**src/rtl/gbtd_pkg.sv**
```systemverilog
`timescale 1ns / 1ps
package gbtd_pkg;

  localparam int TIME_W     = 32;
  localparam int GAP_W      = 16;
  localparam int DIVIDEND_W = 18;
  localparam int DIVISOR_W  = 16;
  localparam int IN_DATA_W  = 40;
  localparam int OUT_DATA_W = 64;
  localparam int CFG_IDX_W  = 2;
  localparam int CFG_DATA_W = 16;

  localparam logic [CFG_IDX_W-1:0] CFG_GAP     = 2'd0;
  localparam logic [CFG_IDX_W-1:0] CFG_TIMEOUT = 2'd1;
  localparam logic [CFG_IDX_W-1:0] CFG_WHEEL   = 2'd2;
  localparam logic [CFG_IDX_W-1:0] CFG_MODE    = 2'd3;

  localparam logic CMD_BYTE = 1'b0;
  localparam logic CMD_TICK = 1'b1;

  localparam logic [7:0]  REG_SOC     = 8'h20;
  localparam logic [7:0]  REG_CURRENT = 8'h0A;
  localparam logic [7:0]  REG_SPEED   = 8'h11;
  localparam logic [7:0]  SOC_MAX     = 8'd100;
  localparam logic [15:0] SPEED_MAX   = 16'd999;
  localparam logic [15:0] PERIOD_MAX  = 16'd5000;
  localparam logic [15:0] PERIOD_MIN  = 16'd50;
  localparam int          WHEEL_K     = 36;
  localparam int          CURRENT_K   = 5;
  localparam int          LEN_SHORT   = 3;
  localparam int          LEN_SPEED   = 4;
  localparam int          LEN_MIN     = 2;

  localparam logic [15:0] GAP_RST     = 16'd20;
  localparam logic [15:0] TIMEOUT_RST = 16'd1000;
  localparam logic [11:0] WHEEL_RST   = 12'd2200;
  localparam logic        MODE_RST    = 1'b1;

  typedef enum logic [2:0] {
    ST_IDLE,
    ST_GAP,
    ST_SUM,
    ST_DIV,
    ST_APPLY,
    ST_LINK,
    ST_EMIT
  } gbtd_state_t;

  typedef struct packed {
    logic              start;
    logic [TIME_W-1:0] a;
    logic [TIME_W-1:0] b;
    logic [GAP_W-1:0]  c;
  } cmp_req_t;

  typedef struct packed {
    logic done;
    logic ge;
  } cmp_res_t;

  typedef struct packed {
    logic                  start;
    logic [DIVIDEND_W-1:0] dividend;
    logic [DIVISOR_W-1:0]  divisor;
  } div_req_t;

  typedef struct packed {
    logic                  done;
    logic [DIVIDEND_W-1:0] quot;
  } div_res_t;

endpackage

```
**src/rtl/gap_framed_bus_telemetry_decoder.sv**
```systemverilog
`timescale 1ns / 1ps
// Channel | Dir | Ports                              | Payload
// in      | in  | in_tvalid in_tready in_tdata/tuser | cmd, rx_byte, now_ms
// out     | out | out_tvalid out_tready out_tdata    | link, speed, soc, current, counters
// cfg     | in  | cfg_we cfg_index cfg_wdata         | gap, timeout, wheel, speed mode
//
// One transaction at a time; in_tready is high only in the idle state.
// Each transaction ends with the link check. When a frame is open, a
// bit-serial gap check runs first; if it closes a frame, a checksum sweep over
// the frame memory follows and, for a speed frame in period mode, the divider.
// A result waits in the output register while the next transaction is taken;
// out_tready low stalls only the final step. Reset is synchronous, active low.
module gap_framed_bus_telemetry_decoder #(
  parameter int FRAME_BYTES = 12
) (
  input  logic                                clk,
  input  logic                                rst_n,
  input  logic                                in_tvalid,
  output logic                                in_tready,
  // rx_byte [7:0], now_ms [39:8]
  input  logic [gbtd_pkg::IN_DATA_W-1:0]      in_tdata,
  // cmd [0]
  input  logic                                in_tuser,
  output logic                                out_tvalid,
  input  logic                                out_tready,
  // link_up [0], speed_valid [1], speed_kmh10 [11:2], soc_pct [18:12],
  // current_a10 [29:19], frames_ok [45:30], frames_rejected [61:46], zero [63:62]
  output logic [gbtd_pkg::OUT_DATA_W-1:0]     out_tdata,
  input  logic                                cfg_we,
  input  logic [gbtd_pkg::CFG_IDX_W-1:0]      cfg_index,
  input  logic [gbtd_pkg::CFG_DATA_W-1:0]     cfg_wdata
);
  import gbtd_pkg::*;

  localparam int AW = $clog2(FRAME_BYTES);
  localparam int LW = $clog2(FRAME_BYTES + 1);

  gbtd_state_t state_r, state_nxt;

  logic [15:0]       gap_r, gap_nxt, timeout_r, timeout_nxt;
  logic [11:0]       wheel_r, wheel_nxt;
  logic              mode_r, mode_nxt;
  logic [LW-1:0]     frame_len_r, frame_len_nxt;
  logic              ovf_r, ovf_nxt;
  logic [TIME_W-1:0] last_byte_r, last_byte_nxt, last_valid_r, last_valid_nxt;
  logic [TIME_W-1:0] cur_time_r, cur_time_nxt;
  logic [15:0]       ok_cnt_r, ok_cnt_nxt, rej_cnt_r, rej_cnt_nxt;
  logic [9:0]        speed_val_r, speed_val_nxt;
  logic              speed_ok_r, speed_ok_nxt;
  logic [6:0]        charge_r, charge_nxt;
  logic [10:0]       current_r, current_nxt;
  logic              rv_r, rv_nxt;
  logic              out_valid_r, out_valid_nxt;

  logic              cmd_r, cmd_nxt;
  logic [7:0]        byte_r, byte_nxt, sum_r, sum_nxt;
  logic [7:0]        reg_r, reg_nxt, b1_r, b1_nxt, b2_r, b2_nxt;
  logic [LW-1:0]     rd_cnt_r, rd_cnt_nxt, rd_idx_r, rd_idx_nxt;
  logic              up_r, up_nxt, up;
  logic [OUT_DATA_W-1:0] out_data_r, out_data_nxt;

  logic [7:0]        store_mem [FRAME_BYTES];
  logic [7:0]        rd_data_r;
  logic              mem_we;
  logic [15:0]       raw;

  cmp_req_t cmp_req;
  cmp_res_t cmp_res;
  div_req_t div_req;
  div_res_t div_res;

  gbtd_cmp u_cmp (
    .clk   (clk),
    .rst_n (rst_n),
    .req   (cmp_req),
    .res   (cmp_res)
  );

  gbtd_div u_div (
    .clk   (clk),
    .rst_n (rst_n),
    .req   (div_req),
    .res   (div_res)
  );

  always_ff @(posedge clk) begin
    if (mem_we) begin
      store_mem[frame_len_r[AW-1:0]] <= byte_r;
    end
    rd_data_r <= store_mem[rd_cnt_r[AW-1:0]];
  end

  always_comb begin
    state_nxt      = state_r;
    gap_nxt        = gap_r;
    timeout_nxt    = timeout_r;
    wheel_nxt      = wheel_r;
    mode_nxt       = mode_r;
    frame_len_nxt  = frame_len_r;
    ovf_nxt        = ovf_r;
    last_byte_nxt  = last_byte_r;
    last_valid_nxt = last_valid_r;
    cur_time_nxt   = cur_time_r;
    ok_cnt_nxt     = ok_cnt_r;
    rej_cnt_nxt    = rej_cnt_r;
    speed_val_nxt  = speed_val_r;
    speed_ok_nxt   = speed_ok_r;
    charge_nxt     = charge_r;
    current_nxt    = current_r;
    rv_nxt         = rv_r;
    out_valid_nxt  = out_valid_r;
    cmd_nxt        = cmd_r;
    byte_nxt       = byte_r;
    sum_nxt        = sum_r;
    reg_nxt        = reg_r;
    b1_nxt         = b1_r;
    b2_nxt         = b2_r;
    rd_cnt_nxt     = rd_cnt_r;
    rd_idx_nxt     = rd_idx_r;
    up_nxt         = up_r;
    out_data_nxt   = out_data_r;
    mem_we         = 1'b0;
    up             = 1'b0;
    raw            = {b1_r, b2_r};
    in_tready      = (state_r == ST_IDLE);

    cmp_req.start  = 1'b0;
    cmp_req.a      = (state_r == ST_IDLE) ? in_tdata[IN_DATA_W-1:8] : cur_time_r;
    cmp_req.b      = (state_r == ST_IDLE) ? last_byte_r : last_valid_r;
    cmp_req.c      = (state_r == ST_IDLE) ? gap_r : timeout_r;
    div_req.start    = 1'b0;
    div_req.dividend = DIVIDEND_W'(wheel_r) * DIVIDEND_W'(WHEEL_K);
    div_req.divisor  = raw;

    if (cfg_we) begin
      case (cfg_index)
        CFG_GAP:     gap_nxt = cfg_wdata;
        CFG_TIMEOUT: timeout_nxt = cfg_wdata;
        CFG_WHEEL:   wheel_nxt = cfg_wdata[11:0];
        CFG_MODE:    mode_nxt = cfg_wdata[0];
        default:     ;
      endcase
    end

    if (out_valid_r && out_tready) begin
      out_valid_nxt = 1'b0;
    end

    case (state_r)
      ST_IDLE: begin
        if (in_tvalid) begin
          cmd_nxt      = in_tuser;
          byte_nxt     = in_tdata[7:0];
          cur_time_nxt = in_tdata[IN_DATA_W-1:8];
          if (frame_len_r != '0) begin
            cmp_req.start = 1'b1;
            state_nxt     = ST_GAP;
          end else begin
            state_nxt = ST_APPLY;
          end
        end
      end
      ST_GAP: begin
        if (cmp_res.done) begin
          if (!cmp_res.ge) begin
            state_nxt = ST_APPLY;
          end else if (ovf_r || frame_len_r < LW'(LEN_MIN)) begin
            rej_cnt_nxt   = rej_cnt_r + 16'd1;
            frame_len_nxt = '0;
            ovf_nxt       = 1'b0;
            state_nxt     = ST_APPLY;
          end else begin
            rd_cnt_nxt = '0;
            rv_nxt     = 1'b0;
            sum_nxt    = '0;
            state_nxt  = ST_SUM;
          end
        end
      end
      ST_SUM: begin
        if (rd_cnt_r != frame_len_r) begin
          rd_cnt_nxt = rd_cnt_r + LW'(1);
          rd_idx_nxt = rd_cnt_r;
          rv_nxt     = 1'b1;
        end else begin
          rv_nxt = 1'b0;
        end
        if (rv_r) begin
          if (rd_idx_r == LW'(0)) reg_nxt = rd_data_r;
          if (rd_idx_r == LW'(1)) b1_nxt = rd_data_r;
          if (rd_idx_r == LW'(2)) b2_nxt = rd_data_r;
          if (rd_idx_r == frame_len_r - LW'(1)) begin
            rv_nxt        = 1'b0;
            frame_len_nxt = '0;
            ovf_nxt       = 1'b0;
            state_nxt     = ST_APPLY;
            if (sum_r == rd_data_r) begin
              ok_cnt_nxt     = ok_cnt_r + 16'd1;
              last_valid_nxt = cur_time_r;
              if (reg_r == REG_SOC) begin
                if (frame_len_r == LW'(LEN_SHORT) && b1_r <= SOC_MAX) begin
                  charge_nxt = b1_r[6:0];
                end
              end else if (reg_r == REG_CURRENT) begin
                if (frame_len_r == LW'(LEN_SHORT)) begin
                  current_nxt = 11'(b1_r * CURRENT_K);
                end
              end else if (reg_r == REG_SPEED) begin
                if (frame_len_r == LW'(LEN_SPEED)) begin
                  if (mode_r == 1'b0) begin
                    if (raw > SPEED_MAX) begin
                      speed_ok_nxt = 1'b0;
                    end else begin
                      speed_val_nxt = raw[9:0];
                      speed_ok_nxt  = 1'b1;
                    end
                  end else if (raw == 16'd0) begin
                    speed_ok_nxt = 1'b0;
                  end else if (raw >= PERIOD_MAX) begin
                    speed_val_nxt = '0;
                    speed_ok_nxt  = 1'b1;
                  end else if (raw < PERIOD_MIN) begin
                    speed_ok_nxt = 1'b0;
                  end else begin
                    div_req.start = 1'b1;
                    state_nxt     = ST_DIV;
                  end
                end
              end
            end else begin
              rej_cnt_nxt = rej_cnt_r + 16'd1;
            end
          end else begin
            sum_nxt = sum_r + rd_data_r;
          end
        end
      end
      ST_DIV: begin
        if (div_res.done) begin
          if (div_res.quot > DIVIDEND_W'(SPEED_MAX)) begin
            speed_ok_nxt = 1'b0;
          end else begin
            speed_val_nxt = div_res.quot[9:0];
            speed_ok_nxt  = 1'b1;
          end
          state_nxt = ST_APPLY;
        end
      end
      ST_APPLY: begin
        if (cmd_r == CMD_BYTE) begin
          if (frame_len_r < LW'(FRAME_BYTES)) begin
            mem_we        = 1'b1;
            frame_len_nxt = frame_len_r + LW'(1);
          end else begin
            ovf_nxt = 1'b1;
          end
          last_byte_nxt = cur_time_r;
        end
        cmp_req.start = 1'b1;
        state_nxt     = ST_LINK;
      end
      ST_LINK: begin
        if (cmp_res.done) begin
          up     = (ok_cnt_r != 16'd0) && !cmp_res.ge;
          up_nxt = up;
          if (cmd_r == CMD_TICK && !up) begin
            speed_ok_nxt = 1'b0;
          end
          state_nxt = ST_EMIT;
        end
      end
      ST_EMIT: begin
        if (!out_valid_r || out_tready) begin
          out_valid_nxt = 1'b1;
          out_data_nxt  = {2'b00, rej_cnt_r, ok_cnt_r, current_r, charge_r,
                           speed_ok_r ? speed_val_r : 10'd0,
                           speed_ok_r && up_r, up_r};
          state_nxt     = ST_IDLE;
        end
      end
      default: state_nxt = ST_IDLE;
    endcase
  end

  always_ff @(posedge clk) begin
    if (!rst_n) begin
      state_r      <= ST_IDLE;
      gap_r        <= GAP_RST;
      timeout_r    <= TIMEOUT_RST;
      wheel_r      <= WHEEL_RST;
      mode_r       <= MODE_RST;
      frame_len_r  <= '0;
      ovf_r        <= 1'b0;
      last_byte_r  <= '0;
      last_valid_r <= '0;
      cur_time_r   <= '0;
      ok_cnt_r     <= '0;
      rej_cnt_r    <= '0;
      speed_val_r  <= '0;
      speed_ok_r   <= 1'b0;
      charge_r     <= '0;
      current_r    <= '0;
      rv_r         <= 1'b0;
      out_valid_r  <= 1'b0;
    end else begin
      state_r      <= state_nxt;
      gap_r        <= gap_nxt;
      timeout_r    <= timeout_nxt;
      wheel_r      <= wheel_nxt;
      mode_r       <= mode_nxt;
      frame_len_r  <= frame_len_nxt;
      ovf_r        <= ovf_nxt;
      last_byte_r  <= last_byte_nxt;
      last_valid_r <= last_valid_nxt;
      cur_time_r   <= cur_time_nxt;
      ok_cnt_r     <= ok_cnt_nxt;
      rej_cnt_r    <= rej_cnt_nxt;
      speed_val_r  <= speed_val_nxt;
      speed_ok_r   <= speed_ok_nxt;
      charge_r     <= charge_nxt;
      current_r    <= current_nxt;
      rv_r         <= rv_nxt;
      out_valid_r  <= out_valid_nxt;
    end
  end

  always_ff @(posedge clk) begin
    cmd_r      <= cmd_nxt;
    byte_r     <= byte_nxt;
    sum_r      <= sum_nxt;
    reg_r      <= reg_nxt;
    b1_r       <= b1_nxt;
    b2_r       <= b2_nxt;
    rd_cnt_r   <= rd_cnt_nxt;
    rd_idx_r   <= rd_idx_nxt;
    up_r       <= up_nxt;
    out_data_r <= out_data_nxt;
  end

  assign out_tvalid = out_valid_r;
  assign out_tdata  = out_data_r;

endmodule

```
**src/rtl/gbtd_cmp.sv**
```systemverilog
`timescale 1ns / 1ps
module gbtd_cmp (
  input  logic               clk,
  input  logic               rst_n,
  input  gbtd_pkg::cmp_req_t req,
  output gbtd_pkg::cmp_res_t res
);
  import gbtd_pkg::*;

  localparam int CNT_W = $clog2(TIME_W);

  logic [TIME_W-1:0] a_r, a_nxt, b_r, b_nxt;
  logic [GAP_W-1:0]  c_r, c_nxt;
  logic              borrow_r, borrow_nxt, ge_r, ge_nxt;
  logic              busy_r, busy_nxt, done_r, done_nxt;
  logic [CNT_W-1:0]  cnt_r, cnt_nxt;
  logic              dbit, bout;

  // a - b, one bit per cycle from the lsb, compared against c as it goes
  always_comb begin
    dbit       = a_r[0] ^ b_r[0] ^ borrow_r;
    bout       = (~a_r[0] & b_r[0]) | (~(a_r[0] ^ b_r[0]) & borrow_r);
    a_nxt      = a_r;
    b_nxt      = b_r;
    c_nxt      = c_r;
    borrow_nxt = borrow_r;
    ge_nxt     = ge_r;
    busy_nxt   = busy_r;
    cnt_nxt    = cnt_r;
    done_nxt   = 1'b0;
    if (req.start) begin
      a_nxt      = req.a;
      b_nxt      = req.b;
      c_nxt      = req.c;
      borrow_nxt = 1'b0;
      ge_nxt     = 1'b1;
      busy_nxt   = 1'b1;
      cnt_nxt    = '0;
    end else if (busy_r) begin
      a_nxt      = a_r >> 1;
      b_nxt      = b_r >> 1;
      c_nxt      = c_r >> 1;
      borrow_nxt = bout;
      ge_nxt     = (dbit != c_r[0]) ? dbit : ge_r;
      cnt_nxt    = cnt_r + CNT_W'(1);
      if (cnt_r == CNT_W'(TIME_W - 1)) begin
        busy_nxt = 1'b0;
        done_nxt = 1'b1;
      end
    end
  end

  always_ff @(posedge clk) begin
    if (!rst_n) begin
      busy_r <= 1'b0;
      done_r <= 1'b0;
    end else begin
      busy_r <= busy_nxt;
      done_r <= done_nxt;
    end
  end

  always_ff @(posedge clk) begin
    a_r      <= a_nxt;
    b_r      <= b_nxt;
    c_r      <= c_nxt;
    borrow_r <= borrow_nxt;
    ge_r     <= ge_nxt;
    cnt_r    <= cnt_nxt;
  end

  assign res.done = done_r;
  assign res.ge   = ge_r;

endmodule

```
**src/rtl/gbtd_div.sv**
```systemverilog
`timescale 1ns / 1ps
module gbtd_div (
  input  logic               clk,
  input  logic               rst_n,
  input  gbtd_pkg::div_req_t req,
  output gbtd_pkg::div_res_t res
);
  import gbtd_pkg::*;

  localparam int CNT_W = $clog2(DIVIDEND_W);

  logic [DIVISOR_W-1:0]  rem_r, rem_nxt, dvs_r, dvs_nxt;
  logic [DIVIDEND_W-1:0] quot_r, quot_nxt;
  logic [CNT_W-1:0]      cnt_r, cnt_nxt;
  logic                  busy_r, busy_nxt, done_r, done_nxt;
  logic [DIVISOR_W:0]    shifted;
  logic [DIVISOR_W+1:0]  trial;

  // restoring division, one quotient bit per cycle
  always_comb begin
    shifted  = {rem_r, quot_r[DIVIDEND_W-1]};
    trial    = {1'b0, shifted} - {2'b00, dvs_r};
    rem_nxt  = rem_r;
    dvs_nxt  = dvs_r;
    quot_nxt = quot_r;
    cnt_nxt  = cnt_r;
    busy_nxt = busy_r;
    done_nxt = 1'b0;
    if (req.start) begin
      rem_nxt  = '0;
      dvs_nxt  = req.divisor;
      quot_nxt = req.dividend;
      cnt_nxt  = '0;
      busy_nxt = 1'b1;
    end else if (busy_r) begin
      if (trial[DIVISOR_W+1]) begin
        rem_nxt = shifted[DIVISOR_W-1:0];
      end else begin
        rem_nxt = trial[DIVISOR_W-1:0];
      end
      quot_nxt = {quot_r[DIVIDEND_W-2:0], ~trial[DIVISOR_W+1]};
      cnt_nxt  = cnt_r + CNT_W'(1);
      if (cnt_r == CNT_W'(DIVIDEND_W - 1)) begin
        busy_nxt = 1'b0;
        done_nxt = 1'b1;
      end
    end
  end

  always_ff @(posedge clk) begin
    if (!rst_n) begin
      busy_r <= 1'b0;
      done_r <= 1'b0;
    end else begin
      busy_r <= busy_nxt;
      done_r <= done_nxt;
    end
  end

  always_ff @(posedge clk) begin
    rem_r  <= rem_nxt;
    dvs_r  <= dvs_nxt;
    quot_r <= quot_nxt;
    cnt_r  <= cnt_nxt;
  end

  assign res.done = done_r;
  assign res.quot = quot_r;

endmodule
```
**config.mk**
```make
export PLATFORM = sky130hd
export DESIGN_NAME = gap_framed_bus_telemetry_decoder
export DESIGN_NICKNAME = d
export VERILOG_FILES = /design/src/rtl/gbtd_pkg.sv /design/src/rtl/gap_framed_bus_telemetry_decoder.sv /design/src/rtl/gbtd_cmp.sv /design/src/rtl/gbtd_div.sv
export SDC_FILE = /design/constraint.sdc
export NUM_CORES = 1
export LEC_CHECK = 0
export CAP_MARGIN = 0
export CORE_UTILIZATION = 38
export CTS_CLUSTER_DIAMETER = 40
export CTS_CLUSTER_SIZE = 40
export DETAILED_ROUTE_END_ITERATION = 8
export DONT_BUFFER_PORTS = 1
export GPL_TIMING_DRIVEN = 0
export PLACE_DENSITY = 0.61
export SLEW_MARGIN = 20
export SYNTH_ARGS = -nofsm -noshare
export SYNTH_HDL_FRONTEND = slang
export SYNTH_SLANG_ARGS = --single-unit
```
**constraint.sdc**
```tcl
create_clock -name clk -period 6.7 [get_ports clk]
set_input_delay 2.01 -clock clk [delete_from_list [all_inputs] [get_ports clk]]
set_output_delay 2.01 -clock clk [all_outputs]
set_load 0.01 [all_outputs]
```
==> summary.md <==
| Metric | Value |
|---|---|
| Result of the run | `finished clean` |
| Number of flip-flops and latches in the synthesized netlist | `roughly 570` |
| Number of nets in the final layout | `around 2400` |
| Part of the total power dissipated in sequential elements | `between 40 and 50%` |
| Category of the worst setup path capture point | `primary output` |
| Vias | `about 17000` |
| Maximum resistive drop on vdd | `0.196 mV` |
| Count of cells resized by post-cts repair | `0` |
| Area inside the core boundary | `approximately 63000 um2` |
| Int Pwr | `between 0.007 and 0.008 W` |
| Static leakage | `between 10 and 15 nW` |
| Clock Latency Late Sink | `around 640 ps` |
| Y dimension of the die | `roughly 260 um` |
| Routed Antenna Nets | `0` |
| Last weighted congestion value of the routability-driven placer | `between 0.8 and 0.9` |
| Number of optimization iterations in the first detailed-route pass | `6` |
| Wirelength per Cell | `18.6 um` |
| Pin count of the biggest net entering global routing | `between 40 and 50` |
| Worst Hold Class | `reg -> reg` |
| Launch point of the worst hold path | `current_r[1]` |
| Buffers added on ports | `0` |
| Final HPWL from detailed placement | `between 40000 and 50000 um` |
| Max Slew Vio Count | `0` |
| Switching Fraction | `about a quarter` |
| Most used DFF post-synth | `edfxtp_1` |
| Headroom to the max-slew limit | `between 20% and 30%` |
| Average instance area after synthesis | `around 11 um2` |
| Worst-case clock skew | `roughly 36 ps` |
| Synth unique cells | `66` |
| Endpoints failing setup | `0` |
| Min Hold Slack | `437 ps` |
| Data required time at the worst endpoint | `4690 ps` |
| Count of non-filler cells in the finished layout | `around 3200` |
| Starting utilization of the core area | `38.6%` |
| Data arrival time of the critical path | `2940 ps` |
| Crit. Startpoint | `state_r[2]` |
| Clock power frac | `a little under half` |
| DR iter-0 viols | `about 1300` |
| Ratio of total power to cell area | `approximately 340 nW/um2` |
| CTS buffer count | `slightly below 90` |
| Ys async rst share | `0%` |
| Most frequent standard cell in the layout excluding fill and tap cells | `nand2_1` |
| Number of antenna repair diodes | `0` |
| Kind of start point of the critical path | `flop` |
| Tot GR Track Use | `between 10% and 20%` |
| Hold_buf cts | `0` |
| Actual slew at the worst max-slew pin | `approximately 1100 ps` |
| Post-route clock period utilization | `approximately three quarters` |
| CP Max Fanout | `10` |
| Final worst path period need | `4950 ps` |
| Worst-path clk slew | `60 ps` |
| Ys Warns | `0` |
| Most used cells in the layout excluding fill and tap cells | `395 x nand2_1, 320 x edfxtp_1, 254 x dfxtp_1` |
| Worst setup path category | `reg -> out` |
| Clock Tree Root | `clkbuf_16` |
| Final wirelength | `around 60000 um` |
| Total global routing overflow | `0` |
| Switching power summed over all nets | `around 0.0026 W` |
| I/O pin count | `130` |
| Wire length of the first global-routing pass | `just over 90000 um` |
| Post-CTS setup buffer count | `0` |
| Area added between synthesis and finish | `17.4%` |
| Sequential-to-total area share from yosys stat | `60.1%` |
| Number of placed instances, taps included | `~3100` |
| Number of global-route vias before repair | `approximately 17000` |
| Synth Cell Area | `24400 um2` |
| Max Clk Rate | `roughly 200 MHz` |
| Number of max-capacitance violations reported | `0` |
| Buffer levels on the longest clock path | `3` |
| Horizontal die dimension | `256 um` |
| CTS sink count | `approximately 570` |
| Fraction of final layout cells with drive strength greater than 1 | `8.88%` |
| Antenna violations before repair | `2` |
| Setup repair after global routing missed its margin | `false` |
| Detail-routed via count per cell | `approximately 5.3` |
| Standard-cell row count | `around 90` |
| Reg2Reg Launch Point | `frame_len_r[2]` |
| Final Hold Viols | `0` |
| Count of flip-flops with a built-in enable after synthesis | `320` |
| DIE AREA | `between 60000 and 70000 um2` |
| Htree depth | `3` |
| Share of total power in combinational logic | `9.5%` |
| Clock tree from TritonCTS | `yes` |
| Number of DRC violations after detailed routing | `0` |
| Cell count after synthesis | `about 2200` |
==> per-layer routing <==
metal  track usage (%)  vias to the layer above  share of wire, %
li1                  -                     8093                 -
met1              24.6                     8273                45
met2              28.1                      555                45
met3              4.33                       98               7.7
met4              6.59                        2               2.5
met5                 0                        -             0.015
==> cell usage after synthesis (4+ instances only) <==
cell	count	area (um2)
nor2_1	138	518
inv_1	43	161
ha_1	65	813
nand4_1	23	144
clkbuf_1	103	387
nor3_1	18	90.1
mux2i_1	142	1420
fa_1	5	100
nand3_1	60	300
nor2b_1	17	106
o21a_1	4	30.0
nand2b_1	14	87.6
a31oi_1	17	106
nor4_1	9	56.3
o211ai_1	6	45.0
a21oi_1	172	861
xnor2_1	31	272
nand2_1	395	1480
and2_1	24	150
nor3b_1	5	37.5
buf_2	7	35.0
o31ai_1	7	52.6
a311oi_1	4	35.0
mux4_2	24	541
a21o_1	16	120
a211oi_1	6	45.0
buf_1	12	45.0
dfxtp_1	254	5080
xor2_1	30	263
or3_1	22	138
or2_2	6	37.5
and3_1	14	87.6
o21ai_0	146	731
edfxtp_1	320	9610
==> path summary, 6_finish.rpt <==
kind              endpoint  slack (ps)  cells after the start
max reg2reg  u_cmp.a_r[21]        2380                     10
min          out_tdata[20]         440                      0
max              in_tready        1750                      4
min reg2reg  out_tdata[20]         440                      0
==> area by class of cell <==
class                      instances  area, um2
fill                            5799      34600
sequential                       574      14700
multi-input combinational       1466       9120
clock buffer                      99       2260
tap                              846       1060
clock inverter                    65        832
buffer                           125        490
inverter                          45        169
timing repair buffer               3       67.6
==> power by group through the flow <==
| stage | Sequential, W | Combinational (W) | Clock, W |
|---|---|---|---|
| floorplan | 0.00421 | 0.000669 | 0 |
| global placement | 0.00426 | 0.000889 | 0 |
| detailed placement | 0.00425 | 0.000930 | 0 |
| CTS | 0.00418 | 0.000935 | 0.00475 |
| global route | 0.00421 | 0.00104 | 0.00490 |
| finish | 0.00418 | 0.000931 | 0.00467 |
==> cell families after synthesis <==
| group | count (synthesis) | share of synthesized area, % |
|---|---|---|
| AO/OA/AOI/OAI | 401 | 9.15 |
| XOR/XNOR | 62 | 2.28 |
| adder cells (fa/ha/maj) | 70 | 3.74 |
| buffers and inverters | 170 | 2.69 |
| flip-flops | 574 | 60.1 |
| multiplexers | 167 | 8.07 |
| other | 1 | 0.0153 |
| AND/OR/NAND/NOR | 764 | 13.9 |
==> state kept, by name, indices dropped and copies added, names as in the netlist, 16 cells and up <==
name	cells
store_mem	96
out_tdata	62
cur_time_r	32
last_byte_r	32
last_valid_r	32
u_cmp.a_r	32
u_cmp.b_r	32
u_div.quot_r	18
gap_r	16
ok_cnt_r	16
rej_cnt_r	16
timeout_r	16
u_cmp.c_r	16
u_div.dvs_r	16
u_div.rem_r	16
==> worst max-delay path, stage by stage (launching register included) <==
cell and delay (ps):
dfxtp_1 360, clkbuf_1 250, nor3_1 230, clkbuf_1 620, buf_1 830
==> through the flow <==
stage	worst slack (ps)	setup TNS, ps	area [um2]	total power (W)	util [%]
2_1_floorplan	1300	0	24400	0.00488	-
3_3_place_gp	-485	-46470	25500	0.00515	40.3
3_5_place_dp	1780	0	25600	0.00518	40.4
4_1_cts	1700	0	28700	0.00986	45.3
5_1_grt	1570	0	28700	0.0101	45.3
6_report	1750	0	28700	0.00978	45.3
No activity file was read; power rests on OpenSTA's default activity.
